$ cat config.mk
export PLATFORM = sky130hd
export DESIGN_NAME = kmeans_iteration_engine
export DESIGN_NICKNAME = d
export VERILOG_FILES = /design/src/kie_pkg.sv /design/src/kmeans_iteration_engine.sv
export SDC_FILE = /design/constraint.sdc
export NUM_CORES = 2
export LEC_CHECK = 0
export BUFFER_PORTS_ARGS = -buffer_cell sky130_fd_sc_hd__clkbuf_2
export CORE_AREA = 2 2 374 376
export DETAILED_ROUTE_END_ITERATION = 8
export DIE_AREA = 0 0 376 378
export HOLD_SLACK_MARGIN = 0.15
export PLACE_DENSITY_LB_ADDON = 0.15
export SLEW_MARGIN = 20
export SYNTH_ARGS = -nofsm -noshare
export SYNTH_HDL_FRONTEND = slang
export SYNTH_SLANG_ARGS = --single-unit
$ cat constraint.sdc
create_clock -name i_clk -period 21.4 [get_ports i_clk]
set_input_delay 3.21 -clock i_clk [delete_from_list [all_inputs] [get_ports i_clk]]
set_output_delay 3.21 -clock i_clk [all_outputs]
set_load 0.01 [all_outputs]
$ cat src/kie_pkg.sv
// ----------------------------------------------------------------------------
// kie_pkg
// shared constants and codes for the 2-d k-means iteration engine
// ----------------------------------------------------------------------------
package kie_pkg;

    // coordinate format, fixed by the item fields
    localparam int COORD_BITS   = 16;
    // centroid storage depth, fixed by the 3-bit slot and index fields
    localparam int MAX_CLUSTERS = 8;
    localparam int IDX_W        = $clog2(MAX_CLUSTERS);
    // default saturation limit for per-cluster membership counts
    localparam int MAX_POINTS_DEF = 256;

    // config port
    localparam int CFG_ADDR_W = 3;
    localparam int CFG_DATA_W = 32;
    localparam logic CFG_IDX_CLUSTER_COUNT = 1'b0;
    localparam logic [3:0] CLUSTER_COUNT_RESET = 4'd6;

    typedef enum logic [1:0] {
        CMD_LOAD   = 2'd0,
        CMD_ASSIGN = 2'd1,
        CMD_UPDATE = 2'd2
    } t_command;

    localparam logic KIND_ASSIGN   = 1'b0;
    localparam logic KIND_CENTROID = 1'b1;

endpackage

$ cat src/kmeans_iteration_engine.sv
// ----------------------------------------------------------------------------
// kmeans_iteration_engine
// one lloyd iteration of 2-d k-means over command items: load centroid,
// assign point (nearest centroid plus accumulation), update all active centroids
// ----------------------------------------------------------------------------
//  channel   | direction | handshake                   | payload
//  command   | in        | start high while busy low   | command, slot, coord_x/y
//  result    | out       | o_result_strobe, one cycle  | kind, cluster_index,
//            |           |                             | new_x/y, last
//  config    | in/out    | apb write, pready always 1  | cluster_count at 0x0
//
//  load: taken in the accept cycle, busy stays low
//  assign: one shared squarer walks centroids in turn (SQX, SQY, CMP), then ACC
//  update: per centroid DIV_START then EMIT, with DIV_START and DIV per axis
//  when members exist; one shared restoring divider does x then y a bit per cycle
//  reset is synchronous and clears centroids, sums and counts;
//  results cannot be stalled, each strobe lasts exactly one cycle
// ----------------------------------------------------------------------------
module kmeans_iteration_engine #(
    parameter int MAX_POINTS = kie_pkg::MAX_POINTS_DEF
) (
    input  logic                                   i_clk,
    input  logic                                   i_rst_n,
    // command channel
    input  logic                                   start,
    output logic                                   busy,
    input  logic [1:0]                             i_command,
    input  logic [2:0]                             i_slot,
    input  logic signed [kie_pkg::COORD_BITS-1:0]  i_coord_x,
    input  logic signed [kie_pkg::COORD_BITS-1:0]  i_coord_y,
    // result channel
    output logic                                   o_result_strobe,
    output logic                                   o_kind,
    output logic [2:0]                             o_cluster_index,
    output logic signed [kie_pkg::COORD_BITS-1:0]  o_new_x,
    output logic signed [kie_pkg::COORD_BITS-1:0]  o_new_y,
    output logic                                   o_last,
    // config port
    input  logic                                   psel,
    input  logic                                   penable,
    input  logic                                   pwrite,
    input  logic [kie_pkg::CFG_ADDR_W-1:0]         paddr,
    input  logic [kie_pkg::CFG_DATA_W-1:0]         pwdata,
    output logic [kie_pkg::CFG_DATA_W-1:0]         prdata,
    output logic                                   pready
);
    import kie_pkg::*;

    localparam int C      = COORD_BITS;
    localparam int CNT_W  = $clog2(MAX_POINTS + 1);
    localparam int ACC_W  = COORD_BITS + $clog2(MAX_POINTS) + 1;
    localparam int STEP_W = $clog2(ACC_W);
    localparam int D_W    = 2 * COORD_BITS + 1;

    typedef enum logic [3:0] {
        S_IDLE,
        S_SQX,
        S_SQY,
        S_CMP,
        S_ACC,
        S_DIV_START,
        S_DIV,
        S_EMIT
    } t_state;

    t_state                  r_state;
    logic [3:0]              r_cluster_count;

    logic signed [C-1:0]     r_cx [MAX_CLUSTERS];
    logic signed [C-1:0]     r_cy [MAX_CLUSTERS];
    logic signed [ACC_W-1:0] r_ax [MAX_CLUSTERS];
    logic signed [ACC_W-1:0] r_ay [MAX_CLUSTERS];
    logic [CNT_W-1:0]        r_cnt [MAX_CLUSTERS];

    logic signed [C-1:0]     r_px;
    logic signed [C-1:0]     r_py;
    logic [IDX_W-1:0]        r_k;
    logic [IDX_W-1:0]        r_best;
    logic [D_W-1:0]          r_best_d;
    logic [2*C-1:0]          r_dist;
    logic [2*C-1:0]          r_sq;
    logic signed [C:0]       r_diff_x;
    logic signed [C:0]       r_diff_y;

    logic [CNT_W-1:0]        r_rem;
    logic [ACC_W-1:0]        r_quo;
    logic                    r_neg;
    logic [STEP_W-1:0]       r_step;
    logic                    r_axis;

    logic                    r_strobe;
    logic                    r_kind;
    logic [IDX_W-1:0]        r_out_idx;
    logic signed [C-1:0]     r_out_x;
    logic signed [C-1:0]     r_out_y;
    logic                    r_out_last;

    // ---------------------------------------------------------------- config
    logic cfg_wr;
    assign cfg_wr = psel && penable && pwrite && pready;
    assign pready = 1'b1;
    assign prdata = (paddr[2] == CFG_IDX_CLUSTER_COUNT)
                  ? CFG_DATA_W'(r_cluster_count) : '0;

    // cluster count clamped to 1..MAX_CLUSTERS, as last index
    logic [IDX_W-1:0] last_idx;
    always_comb begin
        if (r_cluster_count == 4'd0) begin
            last_idx = '0;
        end else if (r_cluster_count > 4'(MAX_CLUSTERS)) begin
            last_idx = IDX_W'(MAX_CLUSTERS - 1);
        end else begin
            last_idx = IDX_W'(r_cluster_count - 4'd1);
        end
    end

    // ---------------------------------------------------------- shared squarer
    logic signed [C:0]       mul_in;
    logic signed [2*C+1:0]   mul_full;
    logic [2*C-1:0]          sq;
    assign mul_in   = (r_state == S_SQX) ? r_diff_x : r_diff_y;
    assign mul_full = mul_in * mul_in;
    assign sq       = mul_full[2*C-1:0];

    logic [D_W-1:0]   dist_sum;
    logic [IDX_W-1:0] k_next;
    assign dist_sum = {1'b0, r_dist} + {1'b0, r_sq};
    assign k_next   = r_k + 1'b1;

    // -------------------------------------------------------- shared divider
    logic [CNT_W-1:0]        divisor;
    logic signed [ACC_W-1:0] div_src;
    logic [CNT_W:0]          div_t;
    logic                    div_ge;
    logic [CNT_W:0]          div_sub;
    logic [ACC_W-1:0]        div_q;
    logic [ACC_W-1:0]        div_res;
    logic [CNT_W-1:0]        sel_cnt;
    logic [IDX_W-1:0]        sel_idx;

    assign sel_idx = (r_state == S_ACC) ? r_best : r_k;
    assign sel_cnt = r_cnt[sel_idx];
    assign divisor = sel_cnt;
    assign div_src = r_axis ? r_ay[r_k] : r_ax[r_k];
    assign div_t   = {r_rem, r_quo[ACC_W-1]};
    assign div_ge  = div_t >= {1'b0, divisor};
    assign div_sub = div_t - {1'b0, divisor};
    assign div_q   = {r_quo[ACC_W-2:0], div_ge};
    assign div_res = r_neg ? (~div_q + 1'b1) : div_q;

    logic cmd_accept;
    assign cmd_accept = start && !busy;

    // ---------------------------------------------------------- sequencer
    always_ff @(posedge i_clk) begin
        if (!i_rst_n) begin
            r_state         <= S_IDLE;
            r_cluster_count <= CLUSTER_COUNT_RESET;
            r_strobe        <= 1'b0;
            for (int i = 0; i < MAX_CLUSTERS; i++) begin
                r_cx[i]  <= '0;
                r_cy[i]  <= '0;
                r_ax[i]  <= '0;
                r_ay[i]  <= '0;
                r_cnt[i] <= '0;
            end
        end else begin
            r_strobe <= 1'b0;
            if (cfg_wr && paddr[2] == CFG_IDX_CLUSTER_COUNT) begin
                r_cluster_count <= pwdata[3:0];
            end

            unique case (r_state)
                S_IDLE: begin
                    if (cmd_accept) begin
                        unique case (i_command)
                            CMD_LOAD: begin
                                if ({1'b0, i_slot} < 4'(MAX_CLUSTERS)) begin
                                    r_cx[IDX_W'(i_slot)] <= i_coord_x;
                                    r_cy[IDX_W'(i_slot)] <= i_coord_y;
                                end
                            end
                            CMD_ASSIGN: begin
                                r_px     <= i_coord_x;
                                r_py     <= i_coord_y;
                                r_k      <= '0;
                                r_diff_x <= {i_coord_x[C-1], i_coord_x}
                                          - {r_cx[0][C-1], r_cx[0]};
                                r_diff_y <= {i_coord_y[C-1], i_coord_y}
                                          - {r_cy[0][C-1], r_cy[0]};
                                r_state  <= S_SQX;
                            end
                            CMD_UPDATE: begin
                                r_k     <= '0;
                                r_axis  <= 1'b0;
                                r_state <= S_DIV_START;
                            end
                            default: begin
                            end
                        endcase
                    end
                end

                S_SQX: begin
                    r_dist  <= sq;
                    r_state <= S_SQY;
                end

                S_SQY: begin
                    r_sq    <= sq;
                    r_state <= S_CMP;
                end

                S_CMP: begin
                    // strict less-than keeps the lowest index on a tie
                    if (r_k == '0 || dist_sum < r_best_d) begin
                        r_best   <= r_k;
                        r_best_d <= dist_sum;
                    end
                    if (r_k == last_idx) begin
                        r_state <= S_ACC;
                    end else begin
                        r_k      <= k_next;
                        r_diff_x <= {r_px[C-1], r_px} - {r_cx[k_next][C-1], r_cx[k_next]};
                        r_diff_y <= {r_py[C-1], r_py} - {r_cy[k_next][C-1], r_cy[k_next]};
                        r_state  <= S_SQX;
                    end
                end

                S_ACC: begin
                    // full cluster: report but do not accumulate
                    if (sel_cnt < CNT_W'(MAX_POINTS)) begin
                        r_ax[r_best]  <= r_ax[r_best]
                                       + {{(ACC_W-C){r_px[C-1]}}, r_px};
                        r_ay[r_best]  <= r_ay[r_best]
                                       + {{(ACC_W-C){r_py[C-1]}}, r_py};
                        r_cnt[r_best] <= sel_cnt + 1'b1;
                    end
                    r_strobe   <= 1'b1;
                    r_kind     <= KIND_ASSIGN;
                    r_out_idx  <= r_best;
                    r_out_x    <= '0;
                    r_out_y    <= '0;
                    r_out_last <= 1'b1;
                    r_state    <= S_IDLE;
                end

                S_DIV_START: begin
                    if (divisor == '0) begin
                        // empty cluster keeps its centroid
                        r_state <= S_EMIT;
                    end else begin
                        r_neg   <= div_src[ACC_W-1];
                        r_quo   <= div_src[ACC_W-1] ? (~div_src + 1'b1) : div_src;
                        r_rem   <= '0;
                        r_step  <= STEP_W'(ACC_W - 1);
                        r_state <= S_DIV;
                    end
                end

                S_DIV: begin
                    r_rem <= div_ge ? div_sub[CNT_W-1:0] : div_t[CNT_W-1:0];
                    r_quo <= div_q;
                    if (r_step == '0) begin
                        if (r_axis) begin
                            r_cy[r_k] <= div_res[C-1:0];
                            r_state   <= S_EMIT;
                        end else begin
                            r_cx[r_k] <= div_res[C-1:0];
                            r_axis    <= 1'b1;
                            r_state   <= S_DIV_START;
                        end
                    end else begin
                        r_step <= r_step - 1'b1;
                    end
                end

                S_EMIT: begin
                    r_strobe   <= 1'b1;
                    r_kind     <= KIND_CENTROID;
                    r_out_idx  <= r_k;
                    r_out_x    <= r_cx[r_k];
                    r_out_y    <= r_cy[r_k];
                    r_out_last <= (r_k == last_idx);
                    if (r_k == last_idx) begin
                        for (int i = 0; i < MAX_CLUSTERS; i++) begin
                            r_ax[i]  <= '0;
                            r_ay[i]  <= '0;
                            r_cnt[i] <= '0;
                        end
                        r_state <= S_IDLE;
                    end else begin
                        r_k     <= k_next;
                        r_axis  <= 1'b0;
                        r_state <= S_DIV_START;
                    end
                end

                default: begin
                    r_state <= S_IDLE;
                end
            endcase
        end
    end

    assign busy            = (r_state != S_IDLE);
    assign o_result_strobe = r_strobe;
    assign o_kind          = r_kind;
    assign o_cluster_index = 3'(r_out_idx);
    assign o_new_x         = r_out_x;
    assign o_new_y         = r_out_y;
    assign o_last          = r_out_last;

`ifndef SYNTHESIS
    a_assign_single: assert property (@(posedge i_clk) disable iff (!i_rst_n)
        (o_result_strobe && o_kind == KIND_ASSIGN) |-> o_last)
        else $error("assignment result without last");

    a_result_from_work: assert property (@(posedge i_clk) disable iff (!i_rst_n)
        o_result_strobe |-> $past(busy))
        else $error("result strobe without preceding work");

    a_assign_goes_busy: assert property (@(posedge i_clk) disable iff (!i_rst_n)
        (start && !busy && i_command == CMD_ASSIGN) |=> busy)
        else $error("accepted assign did not start the sequencer");

    a_emit_in_range: assert property (@(posedge i_clk) disable iff (!i_rst_n)
        (o_result_strobe && o_kind == KIND_CENTROID) |-> r_out_idx <= last_idx)
        else $error("centroid emitted beyond cluster count");
`endif

endmodule
After elaboration in Yosys (flattened, before gate mapping)
Memory sizes are Yosys's and may differ from the RTL's. A register that Yosys moved wholly into a read port is not among the register bits.
Index checks and enable logic that the tools add are counted.
Storage, ports and cells
  output and inout port bits: 72
  register bits after elaboration: 256
  RAM bits: 728
  memories: 5
  bits of input ports: 78
  logic and storage cells: 257
Memory list
  r_ax: depth 8, bits a word 25, rd ports 2, clocked after memory_dff 2, wr ports 8, line kmeans_iteration_engine.sv:71  | logic signed [ACC_W-1:0] r_ax [MAX_CLUSTERS];
  r_ay: depth 8, bits a word 25, rd ports 2, clocked after memory_dff 2, wr ports 8, line kmeans_iteration_engine.sv:72  | logic signed [ACC_W-1:0] r_ay [MAX_CLUSTERS];
  r_cx: depth 8, bits a word 16, rd ports 3, clocked after memory_dff 1, wr ports 8, line kmeans_iteration_engine.sv:69  | logic signed [C-1:0] r_cx [MAX_CLUSTERS];
  r_cy: depth 8, bits a word 16, rd ports 3, clocked after memory_dff 1, wr ports 8, line kmeans_iteration_engine.sv:70  | logic signed [C-1:0] r_cy [MAX_CLUSTERS];
  r_cnt: depth 8, bits a word 9, rd ports 1, clocked after memory_dff 0, wr ports 8, line kmeans_iteration_engine.sv:73  | logic [CNT_W-1:0] r_cnt [MAX_CLUSTERS];
Operators by class
  equal/unequal tests: 21
  reductions and logical operators: 40
  $lt $le $gt $ge: 4
  mux-type cells: 122
  multipliers: 1
  bitwise logic cells: 28
  add/sub/neg operators: 14
Operator list (count)
  2-to-1 mux 25 bit: 21
  2-to-1 mux 17 bit: 7
  2-to-1 mux 9 bit: 11
  2-to-1 mux 16 bit: 5
  one-hot mux 17 bit (2 select lines): 2
  subtractor 16 x 16 -> 17 bit: 4
  one-hot mux 16 bit (2 select lines): 2
  OR reduction 16 bit: 4
  2-to-1 mux 3 bit: 21
  adder 25 bit: 2
  one-hot mux 25 bit (2 select lines): 1
  OR reduction 25 bit: 2
  2-to-1 mux 1 bit: 37
  adder 32 x 32 -> 33 bit: 1
  less-than comparator 33 bit: 1
  multiplier 17 x 17 -> 32 bit: 1
  one-hot mux 4 bit (7 select lines): 1
  adder 25 x 1 -> 25 bit, second input constant: 1
  inverter 25 bit: 1
  OR 1 bit: 24
  one-hot mux 9 bit (2 select lines): 1
  adder 16 x 1 -> 16 bit, second input constant: 1
  equality test 4 x 3 -> 1 bit, second input constant: 4
  inequality test 2 bit, second input constant: 8
  43 further kinds: 67

Longest topological paths before layout
  depth after elaboration: 10
  gate-level depth with buffers: 31
  mapped depth without buffers: 29

Worst setup path after synthesis
OpenSTA, ideal clock, no wires.
  path kind: register -> register
  start: reg r_state[1]
  end: reg r_dist[27], data pin
  arrival: 7.440 ns
  required time: 21.121 ns
  period minus slack after synthesis: 7.719 ns
  stages on the path, launching flop included: 27
  setup slack: 13.681 ns
  path through: dfxtp_1 -> inv_1 -> nand2_1 -> nor2_1 -> clkbuf_1 -> mux2_2 -> clkbuf_1 -> nand2_1 -> fa_1 -> fa_1 -> inv_1 -> fa_1 -> fa_1 -> fa_1 -> inv_1 -> fa_1 -> inv_1 -> ha_1 -> a21oi_1 -> o21bai_1 -> a21o_1 -> a21o_1 -> a221oi_1 -> o221ai_1 -> a21oi_1 -> mux2i_1 -> o2111ai_1
Between the ends
  cells in the longest elaborated chain, start to end: 3
Ends and longest elaborated chain
  from (decl): line kmeans_iteration_engine.sv:66  | t_state r_state;
  from (signal assigned): line kmeans_iteration_engine.sv:157  | r_state <= S_IDLE;
  from (signal assigned): line kmeans_iteration_engine.sv:191  | r_state <= S_SQX;
  from (signal assigned): line kmeans_iteration_engine.sv:196  | r_state <= S_DIV_START;
  equality test 4 x 1 -> 1 bit: line kmeans_iteration_engine.sv:121  | assign mul_in = (r_state == S_SQX) ? r_diff_x : r_diff_y;
  2-to-1 mux 17 bit: line kmeans_iteration_engine.sv:121
  multiplier 17 x 17 -> 32 bit: line kmeans_iteration_engine.sv:122  | assign mul_full = mul_in * mul_in;
  via mul_full[27]: line kmeans_iteration_engine.sv:119  | logic signed [2*C+1:0] mul_full;
  to (signal assigned): line kmeans_iteration_engine.sv:205  | r_dist <= sq;
  to (decl): line kmeans_iteration_engine.sv:80  | logic [2*C-1:0] r_dist;
The timed path passes the listed nets, and every way through them passes these cells.
A chain may end at the register's enable or synchronous reset.

Worst setup path in the final report
  start: reg r_state[0]
  end: reg r_dist[27], data pin
Same word-level chain as after synthesis.

==> run_results.csv <==
group,metric,value,unit
logic_synthesis,synth-seq-area-share,0.4666,
grt,track_usage,0.2532,
logic_synthesis,ys_seq_elements,987,
min_path,hold_class,"flop to flop",
placed_design,portBuffers,90,
grt,grt-ovfl-total,0,
critical_path,r2r_start,"r_state[0]$_SDFFE_PN0P_",
clock_network,post_cts_resized,0,
floorplan,fp.dieArea,142100,sq um
drt,initialDrtViolationCount,3857,
logic_synthesis,yosys.area.top_type,"edfxtp_1",
clock_network,root_buffer,"clkbuf_16",
sta,setup_viol,0,
logic_synthesis,ys_top_cells_by_count,"nor2_1 (988), edfxtp_1 (973), inv_1 (491)",
critical_path,reg2regPathDepth,26,
clock_network,clock_latency,750,ps
sta,hold_viol,0,
logic_synthesis,syn_avg_cell_area,12.26,sq um
logic_synthesis,synth_cell_types,94,
clock_network,clk_pin_slew,60,ps
sta,final-max-slew-violation-count,0,
critical_path,critPathLaunch,"r_state[0]$_SDFFE_PN0P_",
drt,vias_per_cell,5.857,
final_layout,drive_gt1_frac,0.1511,
clock_network,post_cts_buffers,0,
logic_synthesis,synthArstFlopShare,0,
sta,fin_crit_sh,0.4009,
drt,ant_nets,0,
clock_network,cts_tree,"done",
grt,antenna_found_initial,12,
drt,first_pass_iters,5,
floorplan,die_w,376,um
sta,worst_pin_slew,1113,ps
sta,maxSlewHeadroom,0.2579,
critical_path,critPathMaxFanout,18,
final_layout,syn_to_final_growth,9.533,%
floorplan,start_util,0.4564,
placed_design,routabilityCongestion,0.8812,
grt,grt_start_max_net_pins,73,
floorplan,num_rows,137,
clock_network,htree_levels,3,
critical_path,critPathLaunchType,"flop",
logic_synthesis,syn_area,63220,sq um
clock_network,cts_buffers,109,
floorplan,core_area,138500,sq um
sta,fin_tns_setup,0,ps
logic_synthesis,yosysTopAreaCellShare,0.4622,
clock_network,cts_max_path_buffers,3,
drt,route.detailed.drc,0,
logic_synthesis,post_synth_main_area_contributors,"edfxtp_1 (46%), mux4_2 (12%), fa_1 (8.4%)",
clock_network,holdBufCountCts,0,
sta,rsz0062_at_grt,"no",
critical_path,reg2reg_to,"r_dist[27]$_DFFE_PP_",
floorplan,die_h,378,um
grt,grt_pass1_wl,267.3,mm
critical_path,worstPathRequired,21850,ps
placed_design,dp_hpwl,117.8,mm
drt,num_vias,41610,
final_layout,nets,5823,
logic_synthesis,syn_inst,5156,
critical_path,arrival,9030,ps
floorplan,ioPinCount,150,
drt,drt_wl_total,179.3,mm
logic_synthesis,ys_warn_count,0,
grt,grt_pass1_vias,42050,
final_layout,fillerInstances,12180,
sta,timing.fmax,116.6,MHz
sta,clock_skew,41.32,ps
critical_path,endpoint,"r_dist[27]$_DFFE_PP_",
logic_synthesis,synth_edf_count,973,
critical_path,setup.worst_path.end_class,"flop",
sta,min_period,8578,ps
critical_path,critPathKind,"flop to flop",
clock_network,cts.sink_count,987,
final_layout,utilization,0.5000,
drt,wire_per_inst,25.23,um
flow_run,drv_cap,0,
critical_path,r2r_slack,12820,ps
status,status,"finished clean",
logic_synthesis,ys.flop_type,"edfxtp_1",
logic_synthesis,yosysMostFrequentCell,"nor2_1",
[per-stage QoR]
step,std cells,hold WS (ps),worst slack (ps),instance area (sq um)
CTS,7098,513.9,12820,69190
floorplan,5183,455.0,13680,63320
finish,7104,509.7,12820,69250
global placement,6902,493.0,12840,65770
detailed placement,6902,497.7,12840,65780
global route,7100,542.2,12160,69240
[critical path: stages (launching register included)]
cell       delay [ps]
dfxtp_1           710
nand2_1           230
nor2_2            120
buf_4             320
mux2_2            550
inv_1             380
nor2_1            180
fa_1              550
inv_1              50
fa_1              470
inv_1              50
fa_1              500
fa_1              520
fa_1              490
inv_1              50
fa_1              470
inv_1              40
ha_1              350
a21oi_1           230
o21bai_1           90
a21o_1            180
a21o_1            170
a221oi_1          510
o221ai_1          350
a21oi_1           320
mux2i_1           230
o2111ai_1         160
[per-layer routing]
layer	routed length, um	global-route usage	part of all wire
met5	82	0	0.00046
met1	75700	0.3475	0.42
met3	12810	0.03579	0.071
met4	5417	0.08158	0.030
met2	85250	0.4174	0.48
[worst min path at each step]
stage | start | to | slack (ps) | cells after the start
2_1_floorplan | r_k[0]$_DFFE_PP_ | r_best[0]$_DFFE_PP_ | 450 | 0
3_3_place_gp | r_quo[18]$_DFFE_PP_ | r_quo[19]$_DFFE_PP_ | 490 | 2
3_5_place_dp | r_quo[18]$_DFFE_PP_ | r_quo[19]$_DFFE_PP_ | 500 | 2
4_1_cts | r_quo[18]$_DFFE_PP_ | r_quo[19]$_DFFE_PP_ | 510 | 2
5_1_grt | r_cluster_count[0]$_SDFFE_PN0P_ | r_cluster_count[0]$_SDFFE_PN0P_ | 540 | 2
6_report | r_quo[18]$_DFFE_PP_ | r_quo[19]$_DFFE_PP_ | 510 | 2
[final cells by class]
class | instances | area (sq um) | area share
inverter | 497 | 1866 | 0.02694
sequential | 987 | 29520 | 0.4263
timing repair buffer | 174 | 1114 | 0.01608
clock buffer | 128 | 2799 | 0.04042
tap | 1807 | 2261 | 0.03265
antenna | 4 | 10.01 | 0.0001446
multi-input combinational | 3439 | 31060 | 0.4486
clock inverter | 68 | 618.1 | 0.008926
[kinds of logic (layout without fill, tap and decap cells)]
logic type               after synthesis  after routing  synth area share
XOR/XNOR                             191            191           0.02646
flip-flops                           987            987            0.4666
multiplexers                         530            530            0.1565
AND/OR/NAND/NOR                     1556           1556            0.1039
adder cells (fa/ha/maj)              538            538            0.1378
other                                  2             33         0.0001188
AO/OA/AOI/OAI                        595            595           0.06062
buffers and inverters                757            867           0.04801
[flip-flops by register name, summed over array words and instances, names as in the netlist, 5 cells and up, named ones only]
| signal | count |
|---|---|
| o_new_x | 16 |
| o_new_y | 16 |
| r_ax | 200 |
| r_ay | 200 |
| r_best_d | 33 |
| r_cnt | 72 |
| r_cx | 128 |
| r_cy | 128 |
| r_diff_x | 17 |
| r_diff_y | 17 |
| r_dist | 31 |
| r_px | 16 |
| r_py | 16 |
| r_quo | 25 |
| r_rem | 9 |
| r_sq | 31 |
| r_step | 5 |
[cell usage in the layout, fill, tap and decap left out, drive strengths merged, types with 15 or more instances in the layout]
| cell | synthesis | layout |
|---|---|---|
| nand3 | 36 | 36 |
| clkbuf | 160 | 218 |
| nand4 | 19 | 19 |
| xnor2 | 112 | 112 |
| o21bai | 17 | 17 |
| conb | 2 | 29 |
| nand2b | 37 | 37 |
| a31oi | 17 | 17 |
| mux2 | 62 | 62 |
| a21o | 60 | 60 |
| o21ai | 137 | 137 |
| xor2 | 79 | 79 |
| clkinv | 3 | 59 |
| mux2i | 111 | 111 |
| nand2 | 286 | 286 |
| a211oi | 15 | 15 |
| fa | 264 | 264 |
| a21oi | 170 | 170 |
| o21a | 39 | 39 |
| edfxtp | 973 | 973 |
| o31ai | 19 | 19 |
| nor2 | 989 | 989 |
| nor3 | 49 | 49 |
| ha | 273 | 273 |
| buf | 100 | 84 |
| mux4 | 357 | 357 |
| inv | 494 | 496 |
| nor2b | 43 | 43 |
| or3 | 17 | 17 |
Power is left out: the tool's default activity adds up to more than one toggle a clock period on the data nets, which glitch-free logic cannot reach.
